--- src/hdl/url_chk_pkg.sv ---
package url_chk_pkg;

    typedef enum logic [2:0] {
        PH_SCHEME  = 3'd0,
        PH_HSTART  = 3'd1,
        PH_NAME    = 3'd2,
        PH_BRACKET = 3'd3,
        PH_AFTERBR = 3'd4,
        PH_PORT    = 3'd5,
        PH_DONE    = 3'd6
    } phase_t;

    typedef enum logic [1:0] {
        V_UNDEC  = 2'd0,
        V_ACCEPT = 2'd1,
        V_REJECT = 2'd2
    } verdict_t;

    typedef struct packed {
        logic [1:0] verdict;
        logic       url_end;
    } res_t;

    localparam logic [7:0] CH_NUL    = 8'h00;
    localparam logic [7:0] CH_COLON  = 8'h3a;
    localparam logic [7:0] CH_SLASH  = 8'h2f;
    localparam logic [7:0] CH_LBRACK = 8'h5b;
    localparam logic [7:0] CH_RBRACK = 8'h5d;
    localparam logic [7:0] CH_P      = 8'h70;

    localparam logic [3:0] LEN_TACACS  = 4'd9;
    localparam logic [3:0] LEN_TACPLUS = 4'd10;
    localparam logic [3:0] POS_FORK    = 4'd3;

    function automatic logic is_digit(input logic [7:0] c);
        return c inside {[8'h30:8'h39]};
    endfunction

    function automatic logic is_hex(input logic [7:0] c);
        return c inside {[8'h30:8'h39], [8'h41:8'h46], [8'h61:8'h66]};
    endfunction

    function automatic logic is_name(input logic [7:0] c);
        return c inside {[8'h30:8'h39], [8'h41:8'h5a], [8'h61:8'h7a], 8'h2e, 8'h2d};
    endfunction

    // ASCII upper case to lower case, everything else unchanged
    function automatic logic [7:0] to_lower(input logic [7:0] c);
        return (c inside {[8'h41:8'h5a]}) ? (c | 8'h20) : c;
    endfunction

    function automatic logic [3:0] scheme_len(input logic sel);
        return sel ? LEN_TACPLUS : LEN_TACACS;
    endfunction

    // expected scheme byte; zero past the end of either string
    function automatic logic [7:0] scheme_char(input logic sel, input logic [3:0] pos);
        logic [7:0] ch;
        ch = 8'h00;
        if (!sel) begin
            case (pos)
                4'd0:    ch = 8'h74;
                4'd1:    ch = 8'h61;
                4'd2:    ch = 8'h63;
                4'd3:    ch = 8'h61;
                4'd4:    ch = 8'h63;
                4'd5:    ch = 8'h73;
                4'd6:    ch = 8'h3a;
                4'd7:    ch = 8'h2f;
                4'd8:    ch = 8'h2f;
                default: ch = 8'h00;
            endcase
        end
        else begin
            case (pos)
                4'd0:    ch = 8'h74;
                4'd1:    ch = 8'h61;
                4'd2:    ch = 8'h63;
                4'd3:    ch = 8'h70;
                4'd4:    ch = 8'h6c;
                4'd5:    ch = 8'h75;
                4'd6:    ch = 8'h73;
                4'd7:    ch = 8'h3a;
                4'd8:    ch = 8'h2f;
                4'd9:    ch = 8'h2f;
                default: ch = 8'h00;
            endcase
        end
        return ch;
    endfunction

endpackage

--- src/hdl/url_syntax_checker_unit.sv ---
// URL syntax checker. Feed a URL one byte per word on char_code and end it
// with a zero byte; every byte returns one result word with a running verdict
// (0 undecided, 1 accepted, 2 rejected) and url_end set on the zero byte,
// after which the checker is armed for the next URL. The scheme must be
// tacacs:// or tacplus:// in any letter case, then a host (bracketed hex and
// colons, or letters, digits, dots and dashes), then an optional decimal port.
// Throughput is one byte per clock while out_stall is low: each word passes an
// input register, the parse logic against the state registers, and a result
// register, from which the result word is offered to the consumer. in_stall
// rises only while a finished result sits unread with out_stall high.
module url_syntax_checker_unit
(
    input  logic       clk,
    input  logic       rst_n,
    input  logic       in_valid,
    output logic       in_stall,
    input  logic [7:0] char_code,
    output logic       out_valid,
    input  logic       out_stall,
    output logic [1:0] verdict,
    output logic       url_end
);
    import url_chk_pkg::*;

    // input stage
    logic       in_valid_reg, in_valid_next;
    logic [7:0] char_reg;

    logic out_ready;
    logic fire;
    res_t step_res;

    // byte in the input register moves on whenever the result slot frees up
    assign fire     = in_valid_reg && out_ready;
    assign in_stall = in_valid_reg && !out_ready;

    always_comb
    begin
        if (!in_stall)
            in_valid_next = in_valid;
        else
            in_valid_next = in_valid_reg;
    end

    always_ff @(posedge clk or negedge rst_n)
    begin
        if (!rst_n)
            in_valid_reg <= 1'b0;
        else
            in_valid_reg <= in_valid_next;
    end

    always_ff @(posedge clk)
    begin
        if (in_valid && !in_stall)
            char_reg <= char_code;
    end

    url_chk_step u_step
    (
        .clk     (clk),
        .rst_n   (rst_n),
        .fire    (fire),
        .char_in (char_reg),
        .res     (step_res)
    );

    url_chk_out u_out
    (
        .clk       (clk),
        .rst_n     (rst_n),
        .load      (fire),
        .res       (step_res),
        .ready     (out_ready),
        .out_valid (out_valid),
        .out_stall (out_stall),
        .verdict   (verdict),
        .url_end   (url_end)
    );

endmodule

--- src/hdl/url_chk_step.sv ---
// Parser state and one-byte step logic; state advances when fire is high.
module url_chk_step
(
    input  logic              clk,
    input  logic              rst_n,
    input  logic              fire,
    input  logic [7:0]        char_in,
    output url_chk_pkg::res_t res
);
    import url_chk_pkg::*;

    phase_t     phase_reg,  phase_next;
    logic [3:0] pos_reg,    pos_next;
    logic       choice_reg, choice_next;
    verdict_t   dec_reg,    dec_next;

    logic [7:0] lc;
    logic       ch_sel;

    always_ff @(posedge clk or negedge rst_n)
    begin
        if (!rst_n)
        begin
            phase_reg  <= PH_SCHEME;
            pos_reg    <= '0;
            choice_reg <= 1'b0;
            dec_reg    <= V_UNDEC;
        end
        else if (fire)
        begin
            phase_reg  <= phase_next;
            pos_reg    <= pos_next;
            choice_reg <= choice_next;
            dec_reg    <= dec_next;
        end
    end

    always_comb
    begin
        phase_next  = phase_reg;
        pos_next    = pos_reg;
        choice_next = choice_reg;
        dec_next    = dec_reg;
        res.verdict = dec_reg;
        res.url_end = 1'b0;
        lc          = to_lower(char_in);
        ch_sel      = choice_reg | ((pos_reg == POS_FORK) && (lc == CH_P));

        if (char_in == CH_NUL)
        begin
            // end of URL: resolve open phases, then re-arm
            case (phase_reg)
                PH_SCHEME, PH_BRACKET:           res.verdict = V_REJECT;
                PH_HSTART, PH_NAME, PH_AFTERBR,
                PH_PORT:                         res.verdict = V_ACCEPT;
                default:                         res.verdict = dec_reg;
            endcase
            res.url_end = 1'b1;
            phase_next  = PH_SCHEME;
            pos_next    = '0;
            choice_next = 1'b0;
            dec_next    = V_UNDEC;
        end
        else
        begin
            case (phase_reg)
                PH_SCHEME:
                begin
                    choice_next = ch_sel;
                    if ((pos_reg >= scheme_len(ch_sel)) || (lc != scheme_char(ch_sel, pos_reg)))
                    begin
                        dec_next   = V_REJECT;
                        phase_next = PH_DONE;
                    end
                    else
                    begin
                        pos_next = pos_reg + 4'd1;
                        if ((pos_reg + 4'd1) == scheme_len(ch_sel))
                            phase_next = PH_HSTART;
                    end
                end
                PH_HSTART, PH_NAME:
                begin
                    if ((phase_reg == PH_HSTART) && (char_in == CH_LBRACK))
                        phase_next = PH_BRACKET;
                    else if (char_in == CH_COLON)
                        phase_next = PH_PORT;
                    else if (char_in == CH_SLASH)
                    begin
                        dec_next   = V_ACCEPT;
                        phase_next = PH_DONE;
                    end
                    else if (is_name(char_in))
                        phase_next = PH_NAME;
                    else
                    begin
                        dec_next   = V_REJECT;
                        phase_next = PH_DONE;
                    end
                end
                PH_BRACKET:
                begin
                    if (char_in == CH_RBRACK)
                        phase_next = PH_AFTERBR;
                    else if (!(is_hex(char_in) || (char_in == CH_COLON)))
                    begin
                        dec_next   = V_REJECT;
                        phase_next = PH_DONE;
                    end
                end
                PH_AFTERBR:
                begin
                    if (char_in == CH_COLON)
                        phase_next = PH_PORT;
                    else
                    begin
                        dec_next   = V_ACCEPT;
                        phase_next = PH_DONE;
                    end
                end
                PH_PORT:
                begin
                    if (char_in == CH_SLASH)
                    begin
                        dec_next   = V_ACCEPT;
                        phase_next = PH_DONE;
                    end
                    else if (!is_digit(char_in))
                    begin
                        dec_next   = V_REJECT;
                        phase_next = PH_DONE;
                    end
                end
                default:
                begin
                    phase_next = phase_reg;
                end
            endcase
            res.verdict = dec_next;
        end
    end

endmodule

--- src/hdl/url_chk_out.sv ---
// Result register with valid/stall toward the consumer.
module url_chk_out
(
    input  logic              clk,
    input  logic              rst_n,
    input  logic              load,
    input  url_chk_pkg::res_t res,
    output logic              ready,
    output logic              out_valid,
    input  logic              out_stall,
    output logic [1:0]        verdict,
    output logic              url_end
);
    import url_chk_pkg::*;

    logic valid_reg, valid_next;
    res_t res_reg;

    assign ready = !valid_reg || !out_stall;

    always_comb
    begin
        if (load)
            valid_next = 1'b1;
        else if (!out_stall)
            valid_next = 1'b0;
        else
            valid_next = valid_reg;
    end

    always_ff @(posedge clk or negedge rst_n)
    begin
        if (!rst_n)
            valid_reg <= 1'b0;
        else
            valid_reg <= valid_next;
    end

    always_ff @(posedge clk)
    begin
        if (load)
            res_reg <= res;
    end

    assign out_valid = valid_reg;
    assign verdict   = res_reg.verdict;
    assign url_end   = res_reg.url_end;

endmodule

--- config.mk ---
export PLATFORM = sky130hd
export DESIGN_NAME = url_syntax_checker_unit
export DESIGN_NICKNAME = d
export VERILOG_FILES = /design/src/hdl/url_chk_pkg.sv /design/src/hdl/url_syntax_checker_unit.sv /design/src/hdl/url_chk_step.sv /design/src/hdl/url_chk_out.sv
export SDC_FILE = /design/constraint.sdc
export NUM_CORES = 1
export LEC_CHECK = 0
export BUFFER_PORTS_ARGS = -buffer_cell sky130_fd_sc_hd__buf_2
export CORE_MARGIN = 2
export CORE_UTILIZATION = 55
export DETAILED_ROUTE_END_ITERATION = 7
export GPL_TIMING_DRIVEN = 0
export PLACE_DENSITY_LB_ADDON = 0.08
export SLEW_MARGIN = 20
export SYNTH_ARGS = -nofsm -noshare
export SYNTH_HDL_FRONTEND = slang
export SYNTH_SLANG_ARGS = --single-unit
--- constraint.sdc ---
create_clock -name clk -period 9.8 [get_ports clk]
set_input_delay 0 -clock clk [delete_from_list [all_inputs] [get_ports clk]]
set_output_delay 0 -clock clk [all_outputs]
set_load 0.05 [all_outputs]
== Word-level counts from Yosys, hierarchy flattened ==
Memories as Yosys holds them, arrays and structs flattened.
Cells that the tools add are included.
W data, S select, Z words.
Operators by class
  magnitude comparators: 9
  equality and inequality tests: 20
  add/subtract/negate cells: 1
  bitwise gates (word level): 1
  muxes and demuxes: 40
  reductions and logical operators: 29
Operators by type and width (count)
  $mux W3: 11
  $eq A8 B6 Y1 const B: 4
  $le A8 B7 Y1 const B: 4
  $mux W2: 14
  $eq A8 B7 Y1 const B: 3
  $mux W8: 3
  $ge A8 B7 Y1 const B: 2
  $pmux W3 S5: 1
  $mux W4: 3
  $logic_and A1 B1 Y1: 10
  $pmux W2 S5: 1
  $ge A8 B6 Y1 const B: 1
  $le A8 B6 Y1 const B: 1
  $logic_not A8 Y1: 1
  $ne A4 B2 Y1 const B: 2
  $ne A8 B8 Y1: 1
  $eq A3 B2 Y1 const B: 2
  $eq A3 B3 Y1 const B: 2
  $mux W6: 1
  $reduce_bool A6 Y1: 1
  $mux W1: 5
  $reduce_and A5 Y1: 1
  $reduce_bool A5 Y1: 1
  $add A4 B1 Y4 const B: 1
  17 further kinds: 24
Word-level totals
  register bits: 23
  memories kept: 2
  word-level logic and storage cells: 111
  bits of input ports: 12
  memory bits (read-only): 224
Memories
  (no name shown): depth 16, width 7, read ports 1, clocked after memory_dff 0, write ports 0, RTL line url_chk_pkg.sv:61  | case (pos)
  (no name shown): depth 16, width 7, read ports 1, clocked after memory_dff 0, write ports 0, RTL line url_chk_pkg.sv:75  | case (pos)

== Logic depth before layout (Yosys ltp) ==
  depth in word-level cells: 14
  mapped depth: 12

== By module ==
A second synthesis with hierarchy kept.
Second synthesis, totals
  cells, all modules: 245
  area total of the unflattened synthesis: 2178.3 µm²
By module, submodules not included
  url_chk_step: times used 1, sequential area each 250.2 µm², area an instance 1747.9 µm², cells each 225
  url_syntax_checker_unit: times used 1, sequential area each 265.3 µm², area an instance 304.0 µm², cells each 14
  url_chk_out: times used 1, sequential area each 115.1 µm², area an instance 126.4 µm², cells each 6

== Worst setup path after synthesis ==
OpenSTA, ideal clock, no wires.
  kind: register -> register
  from: reg u_step.pos_reg[1]
  to: reg u_step.phase_reg[0]
  required time: 9672 ps
  period minus slack after synthesis: 3743 ps
  stages on the path, launching flop included: 13
  arrival: 3615 ps
  slack: 6057 ps
  library setup time: 128 ps
  cell sequence: dfrtp_1 ha_1 or4bb_1 o31a_1 buf_6 ha_1 nand2b_1 a211oi_1 nand4bb_1 a31oi_1 nand4_4 o31ai_4 mux2_1
On the way
  cells in the longest elaborated chain, start to end: 11
  elaborated cells between the ends (all ways): 19
  classes of those cells: add/sub: 1; order compare: 1; eq/ne: 4; mux: 7; bitwise: 1; reduce/logical: 3; memory: 2
Ends and longest elaborated chain
  start, declared: RTL line url_chk_step.sv:13  | logic [3:0] pos_reg, pos_next;
  start signal, assigned: RTL line url_chk_step.sv:32  | pos_reg <= pos_next;
  parallel branches: the longest is 11 deep, another holds $mem_v2 Z16 W7
  end signal, assigned: RTL line url_chk_step.sv:31  | phase_reg <= phase_next;
  end, declared: RTL line url_chk_step.sv:12  | phase_t phase_reg, phase_next;
Several ways; the timed one is not identified. The select of a mux whose other input is x is not followed.
A chain may end at the register's enable or synchronous reset.

== Final worst setup path ==
Ends and elaborated chain as after synthesis.

==> flow_metrics.py <==
metrics = {
    "worst_setup_path": {
        "worstPathRequired_ps": 9950,
        "arrival_ps": 4380,
        "cpPeakStageDelay_ps": 580,
        "startpoint_type": "register",
        "timing.critical_path.cells": "ha_1, or4bb_1, o31a_1, buf_6, ha_1, nand2b_1, a211oi_1, nand3b_1, a31oi_1, nand4_4, o31ai_4, mux2_1",
        "cp_common_cell": "ha_1",
        "crit_type": "register to register",
        "crit_fanout": 12,
        "cp_slowest_cell": "dfrtp_1",
        "worstSetupEndpointType": "register",
    },
    "global_routing": {
        "grt_pass1_wl_um": 8470,
        "grt_use_total_pct": 24.9,
        "antenna_found_initial": 0,
        "grt_start_max_net_pins": 13,
        "grt_pass1_vias": 1767,
        "overflow": 0,
    },
    "floorplan": {
        "core_sq_um": 3630,
        "dieArea_sq_um": 4250,
        "rows": 22,
        "start_util_pct": 56.7,
        "die_w_um": 65.2,
        "die_h_um": 65.2,
        "io-pin-count": 17,
    },
    "sta": {
        "tightestPinTransition_ps": 780,
        "finalHoldViolCount": 0,
        "relSlewSlack_pct": 47.6,
        "rsz0062_at_grt": "no",
        "setup-tns-final_ps": 0,
        "max_clock_freq_mhz": 236,
        "post-route-period-util_pct": 43.2,
        "holdWs_ps": 164,
        "setup_slack_ps": 5570,
        "setup_viol": 0,
        "fin_worst_skew_ps": 8.21,
        "post-route-min-period_ps": 4230,
        "slew_viol_final": 0,
    },
    "layout": {
        "largest_register_ffs": 8,
        "syn2layout_area_growth_pct": 14.3,
        "multi_input_area_sq_um": 1310,
        "final_nets": 294,
        "fillers": 345,
        "final_cells": 322,
        "layout-drive-gt1-share_pct": 12.4,
        "antenna_cells": 0,
        "regArea_sq_um": 631,
    },
    "placed_design": {
        "dp.cells": 307,
        "place_hpwl_um": 3810,
        "place_ws_ps": 5580,
        "port_buffers": 16,
        "gp_congestion": 0.877,
    },
    "drt": {
        "vias": 1953,
        "detail_route.first_pass.iterations": 5,
        "antenna_left": 0,
        "wl_per_cell_um": 15.7,
        "dr.first_iter.drc_count": 130,
        "drc": 0,
        "viasPerCell": 6.07,
        "drt_wl_total_um": 5040,
    },
    "clock_tree": {
        "cts_resized": 0,
        "clkTransAtPathRegs_ps": 80,
        "cts_tree": "done",
        "clock-root-buffer": "clkbuf_8",
        "clock_path_buffers": 2,
        "clock_sinks": 23,
        "clk_latency_ps": 260,
        "h-tree-depth": 1,
        "post_cts_buffers": 0,
        "hold_buffers": 11,
        "cts_made_buffers": 3,
    },
    "power": {
        "p_leak_nw": 0.901,
        "design_power_total_mw": 0.391,
        "powerDensity_nw_per_um2": 166,
        "irDropWorstVdd_mv": 0.119,
    },
    "logic_synthesis": {
        "yosysMostFrequentCell": "nand2_1",
        "synth_area_leader_cell": "edfxtp_1",
        "synth_warnings": 0,
        "ys_ff_latch": 23,
        "synthCells": 243,
        "synth_common_cells": "21 x nand2_1, 16 x a21oi_1, 15 x o21ai_0, 14 x nor2_1",
        "synthTopCellsByArea": "edfxtp_1 16%, dfrtp_1 15%, ha_1 4.2%",
        "synth_top_area_share_pct": 16.0,
        "synth_cell_types": 59,
        "ys_seq_area_share_pct": 30.6,
        "synthFlopType": "dfrtp_1",
        "synthArstFlopShare_pct": 52.2,
        "synth_area_sq_um": 2060,
        "syn_area_per_cell_sq_um": 8.49,
        "synth_edf_count": 11,
        "synth_fp_nets": 262,
    },
    "worst_hold_path": {
        "hold_path_class": "primary input to async pin",
    },
    "run_status": {
        "status": "finished, final reports clean",
    },
    "run": {
        "maxCapViolations": 0,
    },
}
kinds of logic (layout without fill, tap and decap cells):
logic type	after synthesis	count (layout)	synth area share (%)
AOI/OAI and AO/OA	69	69	23.9
xor gates and xnor gates	9	9	3.82
adders and majority gates	7	7	4.25
buffers and inverters	27	58	5.82
DFF	23	23	30.6
muxes	8	8	4.00
and+or+nand+nor	100	100	27.6
metrics by stage:
step,cell area [sq um],util [%]
floorplan,2060,-
global placement,2200,60.6
detailed placement,2200,60.6
CTS,2360,64.9
global route,2360,64.9
finish,2360,64.9
placed cells by master (no fill, tap or decap), types with 3 or more instances in the layout:
master | Yosys | final
nand2b_1 | 7 | 7
nor3b_1 | 3 | 3
nand2_1 | 21 | 21
nor2_1 | 14 | 14
ha_1 | 7 | 7
or2_2 | 3 | 3
nor4bb_1 | 3 | 3
nor3_1 | 12 | 12
clkbuf_8 | 0 | 3
dlygate4sd3_1 | 0 | 11
and2_1 | 3 | 3
a21o_1 | 5 | 5
nand4_1 | 3 | 3
nand3_1 | 10 | 10
a211oi_1 | 4 | 4
edfxtp_1 | 11 | 11
dfrtp_1 | 12 | 12
a21oi_1 | 16 | 16
xnor2_1 | 4 | 4
o21ai_0 | 15 | 15
nor2b_1 | 3 | 3
clkbuf_1 | 11 | 12
inv_1 | 11 | 11
or3_1 | 4 | 4
buf_2 | 3 | 19
a41oi_1 | 3 | 3
mux2i_1 | 6 | 6
xor2_1 | 5 | 5
final timing paths:
check | from | end | slack [ps] | depth (start not counted)
min in group clk | char_code[4] | char_reg[4] | 460 | 2
max in group asynchronous | rst_n | u_step.choice_reg | 9410 | 2
hold / removal | rst_n | u_step.dec_reg[0] | 160 | 2
setup reg to reg | u_step.pos_reg[1] | u_step.phase_reg[0] | 5570 | 12
hold reg to reg | in_valid_reg | u_out.out_valid | 510 | 1
setup / recovery | u_step.pos_reg[1] | u_step.phase_reg[0] | 5570 | 12
critical path: cells and delay by family (launching register included):
kind | cells | cell delay (ps)
compound gates | 4 | 1370
mux | 1 | 350
fa+ha+maj | 2 | 630
buf+inv | 1 | 150
flops | 1 | 580
simple gates | 4 | 1040
layout make-up:
type / count / share of cell area [%]
buffer: 16 / 3.34
multi-input combinational: 193 / 55.6
inverter: 11 / 1.75
tap: 48 / 2.55
clock buffer: 4 / 1.91
sequential: 23 / 26.8
timing repair buffer: 27 / 8.07
power by group:
group	switching, mW	internal (mW)
logic	0.126	0.0754
clock network	0.0274	0.0289
registers	0.0118	0.121
total	0.165	0.226
metal layers:
metal  wire length [um]  track usage [%]  up-vias
met1               2370             35.5      902
met2               2320             41.8       74
li1                   -                -      969
met5                  0                0        -
met4                 55             3.65        0
met3                295             2.74        8
(Power assumes the default switching activity.)
